**config.mk**
```make
export PLATFORM = sky130hd
export DESIGN_NAME = expression_token_lexer_unit
export DESIGN_NICKNAME = d
export VERILOG_FILES = /design/src/rtl/etl_pkg.sv /design/src/rtl/expression_token_lexer_unit.sv /design/src/rtl/etl_front.sv /design/src/rtl/etl_queue.sv /design/src/rtl/etl_back.sv
export VERILOG_INCLUDE_DIRS = /design/src /design/src/rtl
export SDC_FILE = /design/constraint.sdc
export NUM_CORES = 1
export LEC_CHECK = 0
export ABC_AREA = 1
export BUFFER_PORTS_ARGS = -buffer_cell sky130_fd_sc_hd__buf_4
export CORE_MARGIN = 2
export CORE_UTILIZATION = 35
export DETAILED_ROUTE_END_ITERATION = 6
export PLACE_DENSITY_LB_ADDON = 0.12
export SYNTH_ARGS = -nofsm -noshare
export SYNTH_HDL_FRONTEND = slang
export SYNTH_SLANG_ARGS = --single-unit
```
**constraint.sdc**
```tcl
create_clock -name clk -period 4.1 [get_ports clk]
set_clock_uncertainty 0.2 [all_clocks]
set_input_delay 0.615 -clock clk [delete_from_list [all_inputs] [get_ports clk]]
set_output_delay 0.615 -clock clk [all_outputs]
set_load 0.1 [all_outputs]
```
**src/rtl/expression_token_lexer_unit_defines.svh**
```systemverilog
// Assertion helpers used by the lexer's token queue.
`ifndef EXPRESSION_TOKEN_LEXER_UNIT_DEFINES_SVH
`define EXPRESSION_TOKEN_LEXER_UNIT_DEFINES_SVH

// Same-cycle implication, disabled while in reset.
`define ETL_ASSERT_NOW(lbl, ante, cons) \
    lbl: assert property (@(posedge clk) disable iff (!rst_n) (ante) |-> (cons)) \
        else $error("etl assertion failed");

// Next-cycle implication, disabled while in reset.
`define ETL_ASSERT_NEXT(lbl, ante, cons) \
    lbl: assert property (@(posedge clk) disable iff (!rst_n) (ante) |=> (cons)) \
        else $error("etl assertion failed");

`endif

```
**src/rtl/etl_pkg.sv**
```systemverilog
package etl_pkg;

    localparam int CH_W    = 8;
    localparam int KIND_W  = 4;
    localparam int START_W = 16;
    localparam int LEN_W   = 8;
    localparam int LEN_MAX = 255;

    // Token queue geometry
    localparam int QDEPTH = 4;
    localparam int QIDX_W = 2;
    localparam int QCNT_W = 3;

    // Characters with a meaning of their own
    localparam logic [CH_W-1:0] CH_NUL   = 8'h00;
    localparam logic [CH_W-1:0] CH_PLUS  = 8'h2B;
    localparam logic [CH_W-1:0] CH_MINUS = 8'h2D;
    localparam logic [CH_W-1:0] CH_STAR  = 8'h2A;
    localparam logic [CH_W-1:0] CH_SLASH = 8'h2F;
    localparam logic [CH_W-1:0] CH_EQ    = 8'h3D;
    localparam logic [CH_W-1:0] CH_SEMI  = 8'h3B;
    localparam logic [CH_W-1:0] CH_LPAR  = 8'h28;
    localparam logic [CH_W-1:0] CH_RPAR  = 8'h29;
    localparam logic [CH_W-1:0] CH_SPACE = 8'h20;
    localparam logic [CH_W-1:0] CH_FF    = 8'h0C;
    localparam logic [CH_W-1:0] CH_LF    = 8'h0A;
    localparam logic [CH_W-1:0] CH_CR    = 8'h0D;
    localparam logic [CH_W-1:0] CH_HT    = 8'h09;
    localparam logic [CH_W-1:0] CH_VT    = 8'h0B;

    typedef enum logic [KIND_W-1:0] {
        KIND_END      = 4'd0,
        KIND_NUMBER   = 4'd1,
        KIND_IDENT    = 4'd2,
        KIND_OPERATOR = 4'd3,
        KIND_ASSIGN   = 4'd4,
        KIND_SEMI     = 4'd5,
        KIND_LPAREN   = 4'd6,
        KIND_RPAREN   = 4'd7,
        KIND_ERROR    = 4'd8
    } kind_t;

    typedef enum logic [1:0] {
        MODE_IDLE    = 2'd0,
        MODE_NUMBER  = 2'd1,
        MODE_IDENT   = 2'd2,
        MODE_STOPPED = 2'd3
    } mode_t;

    typedef struct packed {
        kind_t               kind;
        logic [START_W-1:0]  start;
        logic [LEN_W-1:0]    len;
        logic [CH_W-1:0]     chr;
        logic                last;
    } token_t;

    // Front to queue: up to two tokens per character
    typedef struct packed {
        logic [1:0] cnt;
        token_t     tok0;
        token_t     tok1;
    } push_t;

    function automatic logic is_digit(input logic [CH_W-1:0] c);
        return (c >= 8'h30) && (c <= 8'h39);
    endfunction

    function automatic logic is_letter(input logic [CH_W-1:0] c);
        return ((c >= 8'h41) && (c <= 8'h5A)) || ((c >= 8'h61) && (c <= 8'h7A));
    endfunction

    function automatic logic is_space(input logic [CH_W-1:0] c);
        return (c == CH_SPACE) || (c == CH_FF) || (c == CH_LF) ||
               (c == CH_CR) || (c == CH_HT) || (c == CH_VT);
    endfunction

    // Kind of a single-character token; anything unknown is an error
    function automatic kind_t punct_kind(input logic [CH_W-1:0] c);
        kind_t k;
        unique case (c)
            CH_PLUS, CH_MINUS, CH_STAR, CH_SLASH: k = KIND_OPERATOR;
            CH_EQ:   k = KIND_ASSIGN;
            CH_SEMI: k = KIND_SEMI;
            CH_LPAR: k = KIND_LPAREN;
            CH_RPAR: k = KIND_RPAREN;
            default: k = KIND_ERROR;
        endcase
        return k;
    endfunction

endpackage

```
**src/rtl/expression_token_lexer_unit.sv**
```systemverilog
// Streaming expression lexer: one source byte per word on the input, one token per word on
// the output. Input words are taken at one per cycle; a byte that closes an open number or
// identifier and is itself a token gives two output words, which leave one per cycle while
// out_ready is high, so the input stalls only when the four-entry token queue has fewer
// than two free slots. A byte's tokens are written into the queue when the byte is taken,
// and the output register loads them from the queue in order when it is empty or being read.
// Lengths saturate at MAX_TOKEN_LEN (capped at 255); start offsets are the low 16 bits of a
// POS_WIDTH-bit position that wraps and returns to zero at each NUL. After an error token
// every byte is consumed with no output until reset.
module expression_token_lexer_unit
    import etl_pkg::*;
#(
    parameter int POS_WIDTH     = 16,
    parameter int MAX_TOKEN_LEN = 255
)
(
    input  logic               clk,
    input  logic               rst_n,
    input  logic               in_valid,
    output logic               in_ready,
    input  logic [CH_W-1:0]    ch,
    output logic               out_valid,
    input  logic               out_ready,
    output logic [KIND_W-1:0]  token_kind,
    output logic [START_W-1:0] start_offset,
    output logic [LEN_W-1:0]   token_length,
    output logic [CH_W-1:0]    token_char,
    output logic               last_of_step
);

    localparam int LEN_LIMIT = (MAX_TOKEN_LEN < LEN_MAX) ? MAX_TOKEN_LEN : LEN_MAX;

    push_t  push;
    logic   room;
    logic   pop;
    logic   head_valid;
    token_t head;

    // Classify bytes and track open tokens
    etl_front #(
        .POS_WIDTH (POS_WIDTH),
        .LEN_LIMIT (LEN_LIMIT)
    ) u_front (
        .clk      (clk),
        .rst_n    (rst_n),
        .in_valid (in_valid),
        .in_ready (in_ready),
        .ch       (ch),
        .room     (room),
        .push     (push)
    );

    // Decouple the two-token bursts from the output
    etl_queue u_queue (
        .clk        (clk),
        .rst_n      (rst_n),
        .push       (push),
        .room       (room),
        .pop        (pop),
        .head_valid (head_valid),
        .head       (head)
    );

    // Output register
    etl_back u_back (
        .clk          (clk),
        .rst_n        (rst_n),
        .head_valid   (head_valid),
        .head         (head),
        .pop          (pop),
        .out_valid    (out_valid),
        .out_ready    (out_ready),
        .token_kind   (token_kind),
        .start_offset (start_offset),
        .token_length (token_length),
        .token_char   (token_char),
        .last_of_step (last_of_step)
    );

endmodule

```
**src/rtl/etl_front.sv**
```systemverilog
module etl_front
    import etl_pkg::*;
#(
    parameter int POS_WIDTH = 16,
    parameter int LEN_LIMIT = 255
)
(
    input  logic            clk,
    input  logic            rst_n,
    input  logic            in_valid,
    output logic            in_ready,
    input  logic [CH_W-1:0] ch,
    input  logic            room,
    output push_t           push
);

    mode_t                mode_reg, mode_next;
    logic [POS_WIDTH-1:0] pos_reg, pos_next;
    logic [POS_WIDTH-1:0] ostart_reg, ostart_next;
    logic [LEN_W-1:0]     olen_reg, olen_next;

    logic  accept, active;
    logic  dig, let_c, extend, closing, is_end, single;
    kind_t pk;

    // Take a character whenever the queue can hold both possible tokens
    assign in_ready = room;
    assign accept   = in_valid && room;
    assign active   = accept && (mode_reg != MODE_STOPPED);

    // Classification
    assign dig     = is_digit(ch);
    assign let_c   = is_letter(ch);
    assign pk      = punct_kind(ch);
    assign is_end  = (ch == CH_NUL);
    assign single  = !dig && !let_c && !is_end && !is_space(ch);
    assign extend  = ((mode_reg == MODE_NUMBER) && dig) ||
                     ((mode_reg == MODE_IDENT) && (dig || let_c));
    assign closing = (mode_reg == MODE_NUMBER) || (mode_reg == MODE_IDENT);

    // Next mode
    always_comb
    begin
        mode_next = mode_reg;
        if (active)
        begin
            priority if (extend)
                mode_next = mode_reg;
            else if (is_end)
                mode_next = MODE_IDLE;
            else if (dig)
                mode_next = MODE_NUMBER;
            else if (let_c)
                mode_next = MODE_IDENT;
            else if (single && (pk == KIND_ERROR))
                mode_next = MODE_STOPPED;
            else
                mode_next = MODE_IDLE;
        end
    end

    // Tokens and running position
    always_comb
    begin
        token_t tok_close;
        token_t tok_char;
        logic   has_char;

        pos_next    = pos_reg;
        ostart_next = ostart_reg;
        olen_next   = olen_reg;
        push        = '0;

        has_char        = is_end || single;
        tok_close.kind  = (mode_reg == MODE_NUMBER) ? KIND_NUMBER : KIND_IDENT;
        tok_close.start = START_W'(ostart_reg);
        tok_close.len   = olen_reg;
        tok_close.chr   = '0;
        tok_close.last  = !has_char;

        tok_char.kind   = is_end ? KIND_END : pk;
        tok_char.start  = START_W'(pos_reg);
        tok_char.len    = is_end ? LEN_W'(0) : LEN_W'(1);
        tok_char.chr    = is_end ? '0 : ch;
        tok_char.last   = 1'b1;

        if (active)
        begin
            if (extend)
            begin
                if (olen_reg < LEN_W'(LEN_LIMIT))
                    olen_next = olen_reg + LEN_W'(1);
                pos_next = pos_reg + POS_WIDTH'(1);
            end
            else
            begin
                if (closing)
                begin
                    push.tok0 = tok_close;
                    push.tok1 = tok_char;
                    push.cnt  = has_char ? 2'd2 : 2'd1;
                end
                else
                begin
                    push.tok0 = tok_char;
                    push.cnt  = has_char ? 2'd1 : 2'd0;
                end

                if (is_end)
                begin
                    pos_next    = '0;
                    ostart_next = '0;
                    olen_next   = '0;
                end
                else
                begin
                    pos_next = pos_reg + POS_WIDTH'(1);
                    if (dig || let_c)
                    begin
                        ostart_next = pos_reg;
                        olen_next   = LEN_W'(1);
                    end
                    else if (closing)
                        olen_next = '0;
                end
            end
        end
    end

    always_ff @(posedge clk or negedge rst_n)
    begin
        if (!rst_n)
        begin
            mode_reg   <= MODE_IDLE;
            pos_reg    <= '0;
            ostart_reg <= '0;
            olen_reg   <= '0;
        end
        else
        begin
            mode_reg   <= mode_next;
            pos_reg    <= pos_next;
            ostart_reg <= ostart_next;
            olen_reg   <= olen_next;
        end
    end

endmodule

```
**src/rtl/etl_queue.sv**
```systemverilog
`include "expression_token_lexer_unit_defines.svh"

module etl_queue
    import etl_pkg::*;
(
    input  logic   clk,
    input  logic   rst_n,
    input  push_t  push,
    output logic   room,
    input  logic   pop,
    output logic   head_valid,
    output token_t head
);

    token_t            mem [QDEPTH];
    logic [QIDX_W-1:0] wr_ptr_reg, wr_ptr_next;
    logic [QIDX_W-1:0] rd_ptr_reg, rd_ptr_next;
    logic [QCNT_W-1:0] count_reg, count_next;

    // Room for the worst case of two words from one character
    assign room       = count_reg <= QCNT_W'(QDEPTH - 2);
    assign head_valid = count_reg != '0;
    assign head       = mem[rd_ptr_reg];

    assign wr_ptr_next = wr_ptr_reg + QIDX_W'(push.cnt);
    assign rd_ptr_next = rd_ptr_reg + QIDX_W'(pop);
    assign count_next  = count_reg + QCNT_W'(push.cnt) - QCNT_W'(pop);

    // Storage
    always_ff @(posedge clk)
    begin
        if (push.cnt != 2'd0)
            mem[wr_ptr_reg] <= push.tok0;
        if (push.cnt == 2'd2)
            mem[wr_ptr_reg + QIDX_W'(1)] <= push.tok1;
    end

    // Pointers and fill count
    always_ff @(posedge clk or negedge rst_n)
    begin
        if (!rst_n)
        begin
            wr_ptr_reg <= '0;
            rd_ptr_reg <= '0;
            count_reg  <= '0;
        end
        else
        begin
            wr_ptr_reg <= wr_ptr_next;
            rd_ptr_reg <= rd_ptr_next;
            count_reg  <= count_next;
        end
    end

    `ETL_ASSERT_NOW(q_no_overflow, push.cnt != 2'd0, (count_reg + QCNT_W'(push.cnt)) <= QCNT_W'(QDEPTH))
    `ETL_ASSERT_NOW(q_no_underflow, pop, count_reg != '0)
    `ETL_ASSERT_NOW(q_ptr_match, 1'b1, QIDX_W'(count_reg) == QIDX_W'(wr_ptr_reg - rd_ptr_reg))
    `ETL_ASSERT_NEXT(q_push_visible, (push.cnt != 2'd0) && !pop, count_reg != '0)

endmodule

```
**src/rtl/etl_back.sv**
```systemverilog
module etl_back
    import etl_pkg::*;
(
    input  logic               clk,
    input  logic               rst_n,
    input  logic               head_valid,
    input  token_t             head,
    output logic               pop,
    output logic               out_valid,
    input  logic               out_ready,
    output logic [KIND_W-1:0]  token_kind,
    output logic [START_W-1:0] start_offset,
    output logic [LEN_W-1:0]   token_length,
    output logic [CH_W-1:0]    token_char,
    output logic               last_of_step
);

    logic   out_valid_reg, out_valid_next;
    token_t out_tok_reg;

    // Refill the output register when it is empty or being taken
    assign pop            = head_valid && (!out_valid_reg || out_ready);
    assign out_valid_next = pop || (out_valid_reg && !out_ready);

    always_ff @(posedge clk or negedge rst_n)
    begin
        if (!rst_n)
            out_valid_reg <= 1'b0;
        else
            out_valid_reg <= out_valid_next;
    end

    always_ff @(posedge clk)
    begin
        if (pop)
            out_tok_reg <= head;
    end

    assign out_valid    = out_valid_reg;
    assign token_kind   = out_tok_reg.kind;
    assign start_offset = out_tok_reg.start;
    assign token_length = out_tok_reg.len;
    assign token_char   = out_tok_reg.chr;
    assign last_of_step = out_tok_reg.last;

endmodule

```
Word-level counts from Yosys, hierarchy flattened:

Memory sizes are Yosys's and may differ from the RTL's. A register that Yosys moved wholly into a read port is not among the register bits.
Cells that the tools add are included.

* $lt $le $gt $ge: 8
* add/sub/neg operators: 7
* reductions and logical operators: 41
* mux-type cells: 28
* bitwise operators: 1
* equal/unequal tests: 20

Operator list (count)
* $mux 76: 2
* $eq 8x6->1 const B: 9
* $mux 16: 4
* $mux 8: 6
* $eq 8x4->1 const B: 5
* $mux 39: 1
* $mux 37: 1
* $pmux 4 s5: 1
* $add 16x1->16 const B: 1
* $ge 8x7->1 const B: 2
* $le 8x7->1 const B: 2
* $logic_and 1x1->1: 13
* $logic_or 1x1->1: 12
* $mux 2: 6
* $add 8x1->8 const B: 1
* $ge 8x6->1 const B: 1
* $le 8x6->1 const B: 1
* $logic_not 8->1: 1
* $lt 8x8->1 const B: 1
* $logic_not 1->1: 7
* $mux 1: 6
* $reduce_and 3->1: 2
* $eq 2x2->1 const B: 2
* $eq 4x4->1 const B: 1
* other kinds (15): 17

* output and inout bits: 39
* RAM bits: 148
* input bits: 12
* flip-flop bits (word level): 50
* word-level logic and storage cells: 114
* memories: 1

Memory list
* u_queue.mem: depth 4, bits a word 37, rd ports 1, clocked after memory_dff 1, wr ports 2, RTL line etl_queue.sv:15 `token_t mem [QDEPTH];`

Logic depth before layout (Yosys ltp):

* depth after elaboration: 16
* gate-level depth with buffers: 16
* gate-level depth less buffers: 15

Cells and area by module:

From an unflattened synthesis, not the netlist that was laid out.

* cells, all modules: 1659
* area, all modules: 13183.9 µm²

Modules (own cells, without submodules)
* etl_queue: instances 1, cells each 1089, area an instance 8644.5 µm², sequential area each 4619.4 µm²
* etl_front: instances 1, cells each 527, area an instance 3379.5 µm², sequential area each 1051.0 µm²
* etl_back: instances 1, cells each 43, area an instance 1159.9 µm², sequential area each 1136.1 µm²

Least setup slack after synthesis:

Ideal clock, no wire load.

* path type: register to register
* start: register u_back.out_valid_reg, in the netlist u_back.out_valid
* end: register u_queue.count_reg[2]
* library setup time: 0.129 ns
* data arrival time: 4.211 ns
* required time: 3.771 ns
* path buffers: 0
* cell stages (with the launch flop): 11
* period minus slack after synthesis: 4.540 ns
* path slack: -0.440 ns
* cell sequence: dfrtp_1 -> inv_1 -> nor2_1 -> a21oi_1 -> ha_1 -> inv_1 -> ha_1 -> inv_1 -> fa_1 -> xnor2_1 -> xor2_1

* cells in the longest elaborated chain, start to end: 4

RTL lines
* from (decl): RTL line etl_back.sv:18 `logic out_valid_reg, out_valid_next;`
* from (signal assigned): RTL line etl_back.sv:30 `out_valid_reg <= out_valid_next;`
* $logic_not 1->1: RTL line etl_back.sv:22 `assign pop = head_valid && (!out_valid_reg || out_ready);`
* $logic_or 1x1->1: RTL line etl_back.sv:22
* $logic_and 1x1->1: RTL line etl_back.sv:22
* via pop: RTL line expression_token_lexer_unit.sv:35 `logic pop;`
* $sub 3x1->3: RTL line etl_queue.sv:27 `assign count_next = count_reg + QCNT_W'(push.cnt) - QCNT_W'(pop);`
* via u_queue.count_next[2]: RTL line etl_queue.sv:18 `logic [QCNT_W-1:0] count_reg, count_next;`
* to (signal assigned): RTL line etl_queue.sv:51 `count_reg <= count_next;`
* to (decl): RTL line etl_queue.sv:18

The timed path passes the listed nets, and every way through them passes these cells.
A chain may end at the register's enable or synchronous reset.

==> flow_summary.json <==
{
  "final.setup.tns_ns": 0,
  "area_growth_pct": 14.8,
  "reg2reg_from": "u_front.mode_reg[0]",
  "hold_viol_final": 0,
  "via_per_inst": 5.18,
  "ys_seq_area_frac": 0.558,
  "ir_drop_uv": 533,
  "io_pins": 51,
  "syn_nets": 1332,
  "num_vias": 9322,
  "hold_start": "out_ready",
  "final_max_slew_viol_count": 0,
  "die_h_um": 187,
  "htree_levels": 1,
  "grt_max_degree": 58,
  "grt_pass1_wl_mm": 53.2,
  "setup_viol_count_final": 0,
  "pre_cts_slack_ns": 0.278,
  "avgRoutedWirePerCell_um": 18.7,
  "wl_mm": 33.6,
  "clock_path_buffers": 3,
  "critPathArrivalTime_ns": 3.29,
  "clk-insertion-delay-late_ns": 0.54,
  "crit_chain": "buf_4 -> nor2_1 -> nand3_1 -> nand3_1 -> nand2_2 -> o21ai_0 -> ha_1 -> nand4_4 -> nor2_4 -> buf_4 -> nand2_4 -> nand2_1 -> buf_12",
  "seqCellArea_um2": 6530,
  "rsz0062_at_grt": "false",
  "tightest_slew_ns": 1.18,
  "pwr-share-comb": 0.458,
  "finalCriticalPeriod_ns": 3.27,
  "die_width_um": 187,
  "globalRoute.totalOverflow": 0,
  "postLayoutCellArea_um2": 13400,
  "cts_root_buffer": "clkbuf_16",
  "ff2ff_setup_slack_ns": 1.23,
  "cell_internal_pwr_w": 0.00561,
  "crit_path_end_kind": "flip-flop",
  "hp-class": "input port to flip-flop",
  "crit_type": "input port to flip-flop",
  "cap_violations": 0,
  "status": "finished, final reports clean",
  "switching_power_w": 0.00511,
  "cp_max_fo": 30,
  "syn-cell-area_um2": 11700,
  "yosys_warnings": 0,
  "cts_buffers": 28,
  "ys_ff_latch": 235,
  "fillers": 3281,
  "multiInputGateArea_um2": 4480,
  "initial_utilization": 0.358,
  "synth_top_area_cell": "edfxtp_1",
  "post-synth-top-area-fraction": 0.403,
  "synth_cell_types": 40,
  "max_freq_mhz": 306,
  "place_congestion": 0.831,
  "antenna_left": 0,
  "fin_ws_ns": 0.829,
  "diodes": 0,
  "regMostFlops": "u_queue.mem",
  "synthCells": 1307,
  "dpl_cell_area_um2": 12500,
  "largest_reg_flops": 148,
  "cts_tree": "done",
  "final_nets": 1361,
  "drtPass1Iterations": 7,
  "die_area_um2": 34900,
  "io_buffers": 50,
  "design.core.area_um2": 32700,
  "layout-drive-gt1-share": 0.128,
  "crit_path_start": "ch[0]",
  "min_period_over_period": 0.798,
  "p_clk_frac": 0.218,
  "required_ns": 4.12,
  "grt_pass1_vias": 9019,
  "drc": 0,
  "maxSlewHeadroom": 0.216,
  "cts.clk_slew.worst_paths_ns": 0.06,
  "seqPwrFrac": 0.324,
  "path_delay_family": "simple AND/OR/NAND/NOR gates",
  "cp.buffers_inverters": 3,
  "grt_usage": 0.192,
  "slowest_delay_ns": 0.40,
  "cp-start-kind": "input port",
  "synth_area_leaders": "edfxtp_1 40%, dfrtp_1 11%, nand3_1 7.3%, nand2_1 6.7%, dfxtp_1 4.8%",
  "worst_path_max_delay_cell": "ha_1",
  "antenna_found_initial": 0,
  "synth.avg_cell_area_um2": 8.95,
  "dpl.hpwl_mm": 20.2,
  "p_leak_nw": 5.06,
  "drt_iter0_markers": 673,
  "switching_share": 0.477,
  "rows": 66,
  "p_per_area_nw_per_um2": 799,
  "clock-sinks": 235
}
per-stage QoR:
stage          hold WS, ns  utilization  cells  power (W)
2_1_floorplan        0.119            -   1307    0.00708
3_3_place_gp         0.254        0.384   1747    0.00842
3_5_place_dp         0.257        0.384   1747    0.00845
4_1_cts             0.0989        0.410   1800     0.0108
5_1_grt              0.119        0.410   1800     0.0113
6_report             0.118        0.410   1800     0.0107
cells by family after synthesis:
logic type	synth area share
buffers and inverters	0.0612
adder cells (fa/ha/maj)	0.0146
AO/OA/AOI/OAI	0.133
flip-flops	0.558
AND/OR/NAND/NOR	0.225
XOR/XNOR	0.00824
cells in the mapped netlist:
| library cell | number |
|---|---|
| nand2_1 | 209 |
| nand3_1 | 170 |
| edfxtp_1 | 157 |
| nor2_1 | 147 |
| o21ai_0 | 107 |
| o21ai_1 | 103 |
| inv_1 | 75 |
| dfrtp_1 | 50 |
| a21oi_1 | 44 |
| clkbuf_1 | 43 |
| o22ai_1 | 32 |
| dfxtp_1 | 28 |
| buf_2 | 26 |
| nor2_2 | 16 |
| nor3_1 | 13 |
| ha_1 | 12 |
| nand4_1 | 11 |
| xor2_1 | 9 |
| buf_4 | 8 |
| buf_1 | 6 |
| inv_2 | 6 |
| nand2_2 | 5 |
| nor3_4 | 4 |
| buf_6 | 3 |
| nor3_2 | 3 |
| o2111ai_1 | 3 |
| a31oi_1 | 2 |
| nand2_4 | 2 |
| xnor2_1 | 2 |
| clkinv_1 | 1 |
| fa_1 | 1 |
| nand3_2 | 1 |
| nand4_4 | 1 |
| nor2_4 | 1 |
| nor3b_1 | 1 |
| nor4_1 | 1 |
| o2111ai_4 | 1 |
| o211ai_1 | 1 |
| o31ai_1 | 1 |
| or2_2 | 1 |
cell type report:
cell class / count / share of cell area
clock buffers: 38 / 0.0573
clock inverters: 14 / 0.00708
inverters: 82 / 0.0229
multi-input cells: 904 / 0.334
flip-flops and latches: 235 / 0.486
well taps: 442 / 0.0412
repair buffers: 85 / 0.0515
worst paths after layout:
path                            cells past startpoint                      to
worst max register to register                      6  u_front.ostart_reg[12]
min in group asynchronous                           2     u_front.olen_reg[3]
worst min-delay path                                2        u_back.out_valid
worst max-delay path                               13      u_queue.mem[0][19]
max in group asynchronous                           2   u_queue.rd_ptr_reg[0]
worst min register to register                      2      u_queue.mem[2][13]
cell usage in the layout, fill, tap and decap left out, types with 29 or more instances in the layout:
cell and n:
nor2_1 145, clkbuf_16 29, nand2_1 208, o21ai_0 107
a21oi_1 43, edfxtp_1 157, dfrtp_1 49, nand3_1 170
buf_4 80, o22ai_1 32, inv_1 74, o21ai_1 103
per-layer routing:
layer  wire length [um]  up-vias  track usage
met5                  0        -            0
met4                788        0       0.0580
met3               1770       49       0.0265
met2              14800      249        0.299
met1              16200     4425        0.278
li1                   -     4599            -
what timing repair did:
item | CTS | global route
setup buffers | 0 | 0
resized for setup | 0 | 0
endpoints found under the hold margin | 50 | 0
hold buffers | 1 | 0
power groups by stage:
stage / registers [W] / clock network, W / logic (W)
finish: 0.00348 / 0.00234 / 0.00491
floorplan: 0.00484 / 0 / 0.00224
global placement: 0.00351 / 0 / 0.00490
CTS: 0.00348 / 0.00240 / 0.00494
global route: 0.00353 / 0.00249 / 0.00528
detailed placement: 0.00352 / 0 / 0.00493
(Power assumes the default switching activity.)
